File: config.mk
export PLATFORM = sky130hd
export DESIGN_NAME = tick_task_scheduler
export DESIGN_NICKNAME = d
export VERILOG_FILES = /design/src/rtl/tts_pkg.sv /design/src/rtl/tts_cell.sv /design/src/rtl/tick_task_scheduler.sv
export SDC_FILE = /design/constraint.sdc
export NUM_CORES = 2
export LEC_CHECK = 0
export BUFFER_PORTS_ARGS = -buffer_cell sky130_fd_sc_hd__buf_2
export CAP_MARGIN = 0
export CORE_MARGIN = 2
export CORE_UTILIZATION = 25
export DETAILED_ROUTE_END_ITERATION = 7
export MAX_ROUTING_LAYER = met4
export RECOVER_POWER = 25
export SYNTH_ARGS = -nofsm -noshare
export SYNTH_HDL_FRONTEND = slang
export SYNTH_SLANG_ARGS = --single-unit
File: constraint.sdc
create_clock -name clk -period 6.2 [get_ports clk]
set_clock_uncertainty 0.15 [all_clocks]
set_input_delay 1.86 -clock clk [delete_from_list [all_inputs] [get_ports clk]]
set_output_delay 1.86 -clock clk [all_outputs]
set_load 0.005 [all_outputs]
File: src/rtl/tts_pkg.sv
// Shared types and constants for the tick task scheduler.
`timescale 1ns / 1ps

package tts_pkg;

    localparam int MAX_TASKS = 8;
    localparam int SLOT_W    = 3;
    localparam int IDX_W     = 4;
    localparam int TAG_W     = 8;
    localparam int TIME_W    = 16;
    localparam int RUNS_W    = 8;

    localparam logic [1:0] CMD_TICK     = 2'd0;
    localparam logic [1:0] CMD_DISPATCH = 2'd1;
    localparam logic [1:0] CMD_ADD      = 2'd2;
    localparam logic [1:0] CMD_DELETE   = 2'd3;

    localparam logic [1:0] STATUS_OK    = 2'd0;
    localparam logic [1:0] STATUS_FULL  = 2'd1;
    localparam logic [1:0] STATUS_NONE  = 2'd2;

    localparam logic [IDX_W-1:0]  NO_SLOT  = IDX_W'(MAX_TASKS);
    localparam logic [RUNS_W-1:0] RUNS_MAX = '1;

    typedef struct packed {
        logic [1:0]        command;
        logic [TAG_W-1:0]  task_tag;
        logic [TIME_W-1:0] first_delay;
        logic [TIME_W-1:0] repeat_period;
        logic [SLOT_W-1:0] slot;
    } cmd_t;

    typedef struct packed {
        logic [IDX_W-1:0] slot_index;
        logic [TAG_W-1:0] run_tag;
        logic             run_now;
        logic [1:0]       status;
        logic             last;
    } result_t;

    // Command token that walks the row of slot cells.
    typedef struct packed {
        logic              valid;
        logic              found;
        logic [1:0]        command;
        logic [TAG_W-1:0]  task_tag;
        logic [TIME_W-1:0] first_delay;
        logic [TIME_W-1:0] repeat_period;
        logic [SLOT_W-1:0] slot;
    } tok_t;

    // Result raised by a cell while it holds the token.
    typedef struct packed {
        logic             valid;
        logic             run;
        logic [IDX_W-1:0] slot_index;
        logic [TAG_W-1:0] run_tag;
    } emit_t;

endpackage

File: src/rtl/tts_cell.sv
// One task slot: holds its state and applies the passing command token.
`timescale 1ns / 1ps

module tts_cell (
    input  logic                      clk,
    input  logic                      rst_n,
    input  logic                      advance,
    input  logic [tts_pkg::SLOT_W-1:0] cell_idx,
    input  tts_pkg::tok_t             tok_in,
    output tts_pkg::tok_t             tok_out,
    output tts_pkg::emit_t            emit
);

    logic                        used_reg,    used_next;
    logic [tts_pkg::TAG_W-1:0]   tag_reg,     tag_next;
    logic [tts_pkg::TIME_W-1:0]  delay_reg,   delay_next;
    logic [tts_pkg::TIME_W-1:0]  period_reg,  period_next;
    logic [tts_pkg::RUNS_W-1:0]  pending_reg, pending_next;
    tts_pkg::tok_t               tok_reg,     tok_next;

    always_comb
    begin
        used_next    = used_reg;
        tag_next     = tag_reg;
        delay_next   = delay_reg;
        period_next  = period_reg;
        pending_next = pending_reg;
        tok_next     = tok_in;
        emit         = '0;
        emit.slot_index = tts_pkg::IDX_W'(cell_idx);

        if (advance && tok_in.valid)
        begin
            unique case (tok_in.command)
                tts_pkg::CMD_TICK:
                begin
                    if (used_reg)
                    begin
                        if (delay_reg == '0)
                        begin
                            if (pending_reg != tts_pkg::RUNS_MAX)
                            begin
                                pending_next = pending_reg + 1'b1;
                            end
                            if (period_reg != '0)
                            begin
                                delay_next = period_reg - 1'b1;
                            end
                        end
                        else
                        begin
                            delay_next = delay_reg - 1'b1;
                        end
                    end
                end
                tts_pkg::CMD_DISPATCH:
                begin
                    if (used_reg && pending_reg != '0)
                    begin
                        emit.valid     = 1'b1;
                        emit.run       = 1'b1;
                        emit.run_tag   = tag_reg;
                        tok_next.found = 1'b1;
                        pending_next   = pending_reg - 1'b1;
                        // A one-shot task leaves the table once it has run.
                        if (period_reg == '0)
                        begin
                            used_next    = 1'b0;
                            tag_next     = '0;
                            delay_next   = '0;
                            pending_next = '0;
                        end
                    end
                end
                tts_pkg::CMD_ADD:
                begin
                    if (!tok_in.found && !used_reg)
                    begin
                        emit.valid     = 1'b1;
                        tok_next.found = 1'b1;
                        used_next      = 1'b1;
                        tag_next       = tok_in.task_tag;
                        delay_next     = tok_in.first_delay;
                        period_next    = tok_in.repeat_period;
                        pending_next   = '0;
                    end
                end
                tts_pkg::CMD_DELETE:
                begin
                    if (tok_in.slot == cell_idx)
                    begin
                        used_next    = 1'b0;
                        tag_next     = '0;
                        delay_next   = '0;
                        period_next  = '0;
                        pending_next = '0;
                    end
                end
                default:
                begin
                    used_next = used_reg;
                end
            endcase
        end
    end

    always_ff @(posedge clk or negedge rst_n)
    begin
        if (!rst_n)
        begin
            used_reg    <= 1'b0;
            tag_reg     <= '0;
            delay_reg   <= '0;
            period_reg  <= '0;
            pending_reg <= '0;
            tok_reg     <= '0;
        end
        else
        begin
            used_reg    <= used_next;
            tag_reg     <= tag_next;
            delay_reg   <= delay_next;
            period_reg  <= period_next;
            pending_reg <= pending_next;
            if (advance)
            begin
                tok_reg <= tok_next;
            end
        end
    end

    assign tok_out = tok_reg;

endmodule

File: src/rtl/tick_task_scheduler.sv
// Top level of the tick task scheduler: entry stage, slot cell row, result staging.
// A command token walks the row of MAX_TASKS slot cells, one cell per cycle when
// the result side does not stall. A new command is taken only after the previous
// token has left the row; result stalls pause the row.
// Reset (rst_n low, asynchronous) empties every slot and drops any token in flight.
`timescale 1ns / 1ps

module tick_task_scheduler (
    input  logic              clk,
    input  logic              rst_n,
    input  logic              cmd_valid,
    output logic              cmd_stall,
    input  tts_pkg::cmd_t     cmd,
    output logic              result_valid,
    input  logic              result_stall,
    output tts_pkg::result_t  result
);

    tts_pkg::tok_t    tok_chain [tts_pkg::MAX_TASKS+1];
    tts_pkg::emit_t   cell_emit [tts_pkg::MAX_TASKS];
    tts_pkg::emit_t   emit_any;
    tts_pkg::tok_t    entry_reg;
    tts_pkg::tok_t    tail_tok;
    tts_pkg::result_t hold_reg,       hold_next;
    logic             hold_valid_reg, hold_valid_next;
    tts_pkg::result_t out_reg,        out_next;
    logic             out_valid_reg,  out_valid_next;
    logic             advance;
    logic             busy;
    logic             cmd_take;
    logic [tts_pkg::MAX_TASKS:0] tok_valids;

    // The row moves whenever the output register is free or being drained.
    assign advance  = !out_valid_reg || !result_stall;
    assign cmd_take = cmd_valid && !cmd_stall;
    assign cmd_stall = busy;

    assign tok_chain[0] = entry_reg;
    assign tail_tok     = tok_chain[tts_pkg::MAX_TASKS];

    genvar k;
    generate
        for (k = 0; k < tts_pkg::MAX_TASKS; k++)
        begin : g_cell
            tts_cell u_cell (
                .clk      (clk),
                .rst_n    (rst_n),
                .advance  (advance),
                .cell_idx (tts_pkg::SLOT_W'(k)),
                .tok_in   (tok_chain[k]),
                .tok_out  (tok_chain[k+1]),
                .emit     (cell_emit[k])
            );
        end
        for (k = 0; k <= tts_pkg::MAX_TASKS; k++)
        begin : g_valid
            assign tok_valids[k] = tok_chain[k].valid;
        end
    endgenerate

    assign busy = |tok_valids;

    // Only the cell that raised a result contributes its slot number.
    always_comb
    begin
        emit_any = '0;
        for (int i = 0; i < tts_pkg::MAX_TASKS; i++)
        begin
            if (cell_emit[i].valid)
            begin
                emit_any = emit_any | cell_emit[i];
            end
        end
    end

    // A raised result waits in the hold stage until it is known whether
    // another one follows, which decides its last flag.
    always_comb
    begin
        hold_next       = hold_reg;
        hold_valid_next = hold_valid_reg;
        out_next        = out_reg;
        out_valid_next  = out_valid_reg && result_stall;

        if (advance)
        begin
            if (emit_any.valid)
            begin
                if (hold_valid_reg)
                begin
                    out_next       = hold_reg;
                    out_valid_next = 1'b1;
                end
                hold_valid_next      = 1'b1;
                hold_next.slot_index = emit_any.slot_index;
                hold_next.run_tag    = emit_any.run_tag;
                hold_next.run_now    = emit_any.run;
                hold_next.status     = tts_pkg::STATUS_OK;
                hold_next.last       = 1'b0;
            end
            else if (tail_tok.valid)
            begin
                if (hold_valid_reg)
                begin
                    out_next        = hold_reg;
                    out_next.last   = 1'b1;
                    out_valid_next  = 1'b1;
                    hold_valid_next = 1'b0;
                end
                else if (tail_tok.command == tts_pkg::CMD_DISPATCH ||
                         tail_tok.command == tts_pkg::CMD_ADD)
                begin
                    out_next.slot_index = tts_pkg::NO_SLOT;
                    out_next.run_tag    = '0;
                    out_next.run_now    = 1'b0;
                    out_next.status     = (tail_tok.command == tts_pkg::CMD_ADD) ?
                                          tts_pkg::STATUS_FULL : tts_pkg::STATUS_NONE;
                    out_next.last       = 1'b1;
                    out_valid_next      = 1'b1;
                end
            end
        end
    end

    always_ff @(posedge clk or negedge rst_n)
    begin
        if (!rst_n)
        begin
            entry_reg      <= '0;
            hold_valid_reg <= 1'b0;
            out_valid_reg  <= 1'b0;
        end
        else
        begin
            if (cmd_take)
            begin
                entry_reg.valid         <= 1'b1;
                entry_reg.found         <= 1'b0;
                entry_reg.command       <= cmd.command;
                entry_reg.task_tag      <= cmd.task_tag;
                entry_reg.first_delay   <= cmd.first_delay;
                entry_reg.repeat_period <= cmd.repeat_period;
                entry_reg.slot          <= cmd.slot;
            end
            else if (advance)
            begin
                entry_reg.valid <= 1'b0;
            end
            hold_valid_reg <= hold_valid_next;
            out_valid_reg  <= out_valid_next;
        end
    end

    always_ff @(posedge clk)
    begin
        hold_reg <= hold_next;
        out_reg  <= out_next;
    end

    assign result_valid = out_valid_reg;
    assign result       = out_reg;

`ifndef NO_ASSERTIONS
    logic [tts_pkg::MAX_TASKS-1:0] emit_valids;

    always_comb
    begin
        for (int i = 0; i < tts_pkg::MAX_TASKS; i++)
        begin
            emit_valids[i] = cell_emit[i].valid;
        end
    end

    a_one_token: assert property (@(posedge clk) disable iff (!rst_n)
        $onehot0(tok_valids))
        else $error("more than one command token in the slot row");

    a_one_emit: assert property (@(posedge clk) disable iff (!rst_n)
        $onehot0(emit_valids))
        else $error("several slot cells raised a result in one cycle");

    a_hold_in_flight: assert property (@(posedge clk) disable iff (!rst_n)
        hold_valid_reg |-> busy)
        else $error("held result with no command in flight");

    // The entry stage may still take a command while a result is stalled.
    a_no_overrun: assert property (@(posedge clk) disable iff (!rst_n)
        (result_valid && result_stall) |=>
            $stable(hold_reg) && $stable(tok_valids[tts_pkg::MAX_TASKS:1]))
        else $error("slot row moved while a result was stalled");
`endif

endmodule

Word-level counts from Yosys, hierarchy flattened --
Index checks and enable logic that the tools add are counted.
Operators by class: add/subtract/negate cells 32, equality and inequality tests 106, mux-type cells 331, bitwise operators 7, reduce and logical (&&, ||, !) cells 141
Operators by type and width (count):
- $mux W16 | 69
- $mux W8 | 104
- $pmux W16 S4 | 8
- $logic_not A16 Y1 | 16
- $pmux W16 S2 | 8
- $pmux W8 S4 | 8
- $sub A16 B1 Y16 const B | 16
- $pmux W8 S3 | 8
- $reduce_bool A16 Y1 | 8
- $ne A2 B1 Y1 const B | 57
- $mux W14 | 8
- $reduce_and A7 Y1 | 16
- $or A14 B14 Y14 | 7
- $mux W1 | 78
- $add A8 B1 Y8 const B | 8
- $ne A8 B8 Y1 const B | 8
- $reduce_bool A8 Y1 | 8
- $sub A8 B1 Y8 const B | 8
- $reduce_and A6 Y1 | 8
- $reduce_and A4 Y1 | 9
- $eq A2 B2 Y1 const B | 17
- $mux W2 | 17
- $pmux W1 S2 | 15
- $logic_and A1 B1 Y1 | 25
- 14 further kinds | 83
Storage, ports and cells: flip-flop bits (word level) 801, bits of input ports 49, output and inout bits 18, logic and storage cells 724

Depth between registers and ports, before layout --
depth after elaboration 22, gate-level depth with buffers 14, mapped depth without buffers 12

Cells and area by module --
From an unflattened synthesis, not the netlist that was laid out.
Second synthesis, totals: cells, all modules 4301, area total of the unflattened synthesis 44132.3 um2
Modules (own cells, without submodules):
- tts_cell at g_cell[1].u_cell ... | instances 3, cells each 504, area each 5007.3 um2, seq. area each 2402.3 um2
- tts_cell at g_cell[5].u_cell ... | instances 2, cells each 513, area each 5149.9 um2, seq. area each 2402.3 um2
- tts_cell at g_cell[4].u_cell | instances 1, cells each 508, area each 5154.9 um2, seq. area each 2402.3 um2
- tts_cell at g_cell[7].u_cell | instances 1, cells each 515, area each 5109.9 um2, seq. area each 2402.3 um2
- tts_cell at g_cell[0].u_cell | instances 1, cells each 497, area each 5087.4 um2, seq. area each 2402.3 um2
- tick_task_scheduler | instances 1, cells each 243, area each 3458.3 um2, seq. area each 2072.0 um2

Worst setup path after synthesis --
OpenSTA, ideal clock, no wires.
path kind input port to flip-flop, start point input result_stall, end point register out_reg, in the netlist result[0] (enable), library setup time 0.338 ns, arrival 3.539 ns, required time 5.712 ns, slack 2.174 ns, cell stages on the path 8, path buffers 1, path through nand2_1 and3_1 and3_1 buf_6 nor3_2 nand4_4 nor2_1 o221a_2
Between the ends: cells in the longest elaborated chain, start to end 21, elaborated cells between the ends (all ways) 36, those cells by class eq/ne (1); mux (16); bitwise (7); reduce/logical (12)
RTL lines:
- from (decl) | line tick_task_scheduler.sv:15 | input logic result_stall,
- $logic_not A1 Y1 * | line tick_task_scheduler.sv:34 | assign advance = !out_valid_reg || !result_stall;
- $logic_or A1 B1 Y1 * | line tick_task_scheduler.sv:34
- $logic_and A1 B1 Y1 | line tts_cell.sv:32 | if (advance && tok_in.valid)
- $mux W2 | line tts_cell.sv:32
- $mux W14 | line tick_task_scheduler.sv:69 | if (cell_emit[i].valid)
- $or A14 B14 Y14 | line tick_task_scheduler.sv:71 | emit_any = emit_any | cell_emit[i];
- $mux W14 | line tick_task_scheduler.sv:69
- $or A14 B14 Y14 | line tick_task_scheduler.sv:71
- [5 not listed]
- $or A14 B14 Y14 | line tick_task_scheduler.sv:71
- $mux W14 | line tick_task_scheduler.sv:69
- $or A14 B14 Y14 | line tick_task_scheduler.sv:71
- $mux W14 | line tick_task_scheduler.sv:69
- $or A14 B14 Y14 | line tick_task_scheduler.sv:71
- $mux W14 | line tick_task_scheduler.sv:69
- $ne A2 B1 Y1 (no line) or $reduce_bool A2 Y1 (tied branches)
- $reduce_and A4 Y1 (no line) *
- to (signal assigned) | line tick_task_scheduler.sv:157 | out_reg <= out_next;
- to (decl) | line tick_task_scheduler.sv:26 | tts_pkg::result_t out_reg, out_next;
Every way passes the cells marked *; elsewhere a longest branch is shown, timed or not. A chain may end at the register's enable or synchronous reset.

Worst setup path in the final report --
start point input result_stall, end point register out_reg, in the netlist result[5] (enable)
The elaborated chain is that of the path after synthesis.

==> results.cfg <==
[die]
core-area_sq_mm = 0.163
initial_core_util = 0.252
die-area_sq_mm = 0.167
ios = 67
fp.dieW_um = 409
rows = 148
die_h_um = 409

[clock_tree]
ctsResizeCount = 0
cts_tree = done
htreeDepth = 3
clockRootBuffer = clkbuf_16
clock_path_buffers = 3
cts.sinks = 800
hold_buffers = 0
clkLatencyLatePin_ps = 710
cts_made_buffers = 85
clkTransAtPathRegs_ps = 60
cts_setup_buffers = 0

[setup_path]
crit_fanout = 63
worst_ep_required_time_ps = 6390
reg2regPathDepth = 7
worst_path_max_delay_cell = a311oi_1
critical_path.startpoint = result_stall
endpoint = result[5]$_DFFE_PP_
critical_path_class = in -> reg
cp-end-kind = register
r2r_start = g_cell[2].u_cell.pending_reg[4]$_DFFE_PN0P_
rrSetupSlack_ps = 2050
critPathArrivalTime_ps = 4880
critPathLaunchType = input port
crit_chain = clkbuf_1 -> nand2_4 -> nand4_1 -> nor2_1 -> a311oi_1 -> nand4_4 -> nor2_1 -> o221a_2
reg2reg_to = result[5]$_DFFE_PP_
crit_path_frequent_cell = nor2_1
crit_path_max_incr_delay_ps = 550

[yosys]
netlist_instances = 4747
synth_area_sq_mm = 0.0409
syn_nets = 4861
yosysUniqueCellTypes = 106
ys_seq_area_frac = 0.493
synthArstFlopShare = 0.965
syn_avg_cell_area_sq_um = 8.62
dominantRegCellSynth = dfrtp_1
ys_warn_count = 0
ys_seq_elements = 800
synth_edf_count = 28

[final_layout]
diodes = 0
seq_area_sq_mm = 0.0202
multi_input_area_sq_mm = 0.0195
n_fill_cell = 17500
finish.utilization = 0.286
area_growth_pct = 13.5
fin_nets = 4813
largest_reg_flops = 332
drive_gt1_frac = 0.0820

[pwr]
power_density_mw_per_mm2 = 538
comb_power_share = 0.352
ir_worst_vdd_mv = 0.285
clockPowerShare = 0.216
switchingPower_w = 0.0108
power.internal_w = 0.0142
p_sw_frac = 0.431
leakage_nw = 20.1
p_seq_frac = 0.432

[global_route]
grt_use_total = 0.142
antenna_found_initial = 0
grt_max_degree = 155
grt_pass1_vias = 32500
overflow = 0
grt_first_pass_wirelength_mm = 189

[run]
max_cap_violations = 2

[routing]
vias_per_cell = 4.93
num_vias = 34200
avgRoutedWirePerCell_um = 16.8
drt_iter0_drc = 2676
drt-total-wl_mm = 117
antenna_left = 0
drcViolationCount = 0
first_pass_iters = 8

[sta]
min_period_over_period = 0.756
grt_setup_unrepaired = false
hold_viol = 0
max_slew_margin = -0.530
max_freq_ghz = 0.213
setup_slack_ps = 1510
setup_viol = 0
report.final.slew_viol_count = 75
worstMarginPinSlew_ps = 2300
fin_crit_ps = 4690
final.setup.tns_ps = 0

[placement]
gp_congestion = 0.934
numPortBuffers = 66
place_ws_ps = 1110
hpwl_mm = 82.3

[run_status]
status = finished, violations left
violations = capacitance limit, slew limit

[hold_path]
hold_path_class = reg -> reg
min_from = g_cell[6].u_cell.tok_out[0]$_DFFE_PN0N_
-- layout make-up --
class                   instances  area share
clock buffers                 112      0.0506
clock inverters                43      0.0128
inverters                      91     0.00736
multi-input cells            3605       0.419
flip-flops and latches        800       0.434
well taps                    2175      0.0586
repair buffers                116      0.0174
-- per-layer routing --
layer / part of all wire / GRT usage / wire length [um] / up-vias
met5: 0 / - / 0 / -
met4: 0.026 / 0.0373 / 3000 / 0
met3: 0.052 / 0.0218 / 6130 / 190
met2: 0.45 / 0.215 / 53100 / 905
met1: 0.47 / 0.197 / 54800 / 16700
li1: - / - / - / 16500
-- how the worst min path moves through the flow --
stage	to	slack [ps]	cells after the start
after floorplan	g_cell[6].u_cell.tok_out[0]$_DFFE_PN0N_	280	2
after global placement	g_cell[6].u_cell.tok_out[19]$_DFFE_PN0N_	290	2
after detailed placement	g_cell[6].u_cell.tok_out[0]$_DFFE_PN0N_	300	2
after CTS	g_cell[6].u_cell.tok_out[0]$_DFFE_PN0N_	310	2
after global routing	g_cell[6].u_cell.tok_out[36]$_DFFE_PN0N_	340	2
final	g_cell[6].u_cell.tok_out[0]$_DFFE_PN0N_	310	2
-- cells in the final DEF (no fill, tap or decap), types with 24 or more instances in the layout --
master / Yosys / layout
o21ai_0: 316 / 312
a31oi_1: 55 / 55
and3_1: 42 / 42
xor2_1: 26 / 26
dfrtp_1: 772 / 772
nor3_1: 107 / 107
edfxtp_1: 28 / 28
or3_1: 65 / 65
a22oi_1: 36 / 36
clkbuf_16: 0 / 86
ha_1: 65 / 65
a221oi_1: 24 / 24
nand2b_1: 97 / 97
nand2_1: 1450 / 1449
o211ai_1: 27 / 27
inv_1: 87 / 87
nand4_1: 60 / 60
a21oi_1: 228 / 227
xnor2_1: 30 / 30
nor2_1: 266 / 266
a211oi_1: 26 / 25
buf_2: 17 / 64
mux2_2: 59 / 59
nand3_1: 107 / 107
nor4_1: 38 / 38
o31ai_1: 25 / 25
mux2i_1: 24 / 24
buf_4: 1 / 40
-- power by group through the flow --
stage               registers, W  clock network [W]  logic, W
floorplan                0.00936                  0   0.00685
global placement          0.0108                  0   0.00859
detailed placement        0.0108                  0   0.00879
CTS                       0.0107            0.00553   0.00882
global route              0.0111            0.00575   0.00999
finish                    0.0108            0.00538   0.00880
-- cells by family after synthesis --
| logic type | Yosys count | synth area share |
|---|---|---|
| buf+inv | 342 | 0.0327 |
| compound gates | 1020 | 0.162 |
| simple gates | 2381 | 0.259 |
| fa+ha+maj | 65 | 0.0199 |
| xor+xnor | 56 | 0.0120 |
| mux | 83 | 0.0221 |
| flops | 800 | 0.493 |
-- worst max-delay path: cells and delay by family --
kind                   cells  cell delay (ps)
AO/OA/AOI/OAI              2             1020
buffers and inverters      1              360
AND/OR/NAND/NOR            5             1580
-- cells in the mapped netlist (all sizes together) (42+ instances only) --
| master | number | area (sq um) |
|---|---|---|
| nor3 | 112 | 592 |
| mux2 | 59 | 664 |
| inv | 87 | 327 |
| or3 | 65 | 407 |
| nand2 | 1450 | 5440 |
| a21oi | 230 | 1160 |
| a31oi | 56 | 357 |
| clkbuf | 223 | 837 |
| dfrtp | 772 | 19300 |
| nand2b | 97 | 607 |
| ha | 65 | 813 |
| nand3 | 108 | 546 |
| nand4 | 61 | 397 |
| and3 | 42 | 263 |
| nor2 | 268 | 1010 |
| o21ai | 336 | 1700 |
-- per-stage QoR --
| step | hold slack (ps) | power [W] | instance area, sq um | std cells |
|---|---|---|---|---|
| detailed placement | 298 | 0.0196 | 43500 | 6787 |
| global route | 344 | 0.0269 | 46400 | 6942 |
| finish | 311 | 0.0250 | 46400 | 6942 |
| CTS | 311 | 0.0251 | 46400 | 6942 |
| global placement | 292 | 0.0193 | 43500 | 6787 |
| floorplan | 280 | 0.0162 | 40900 | 4747 |
Note: power is estimated with default switching activity, not from simulation.
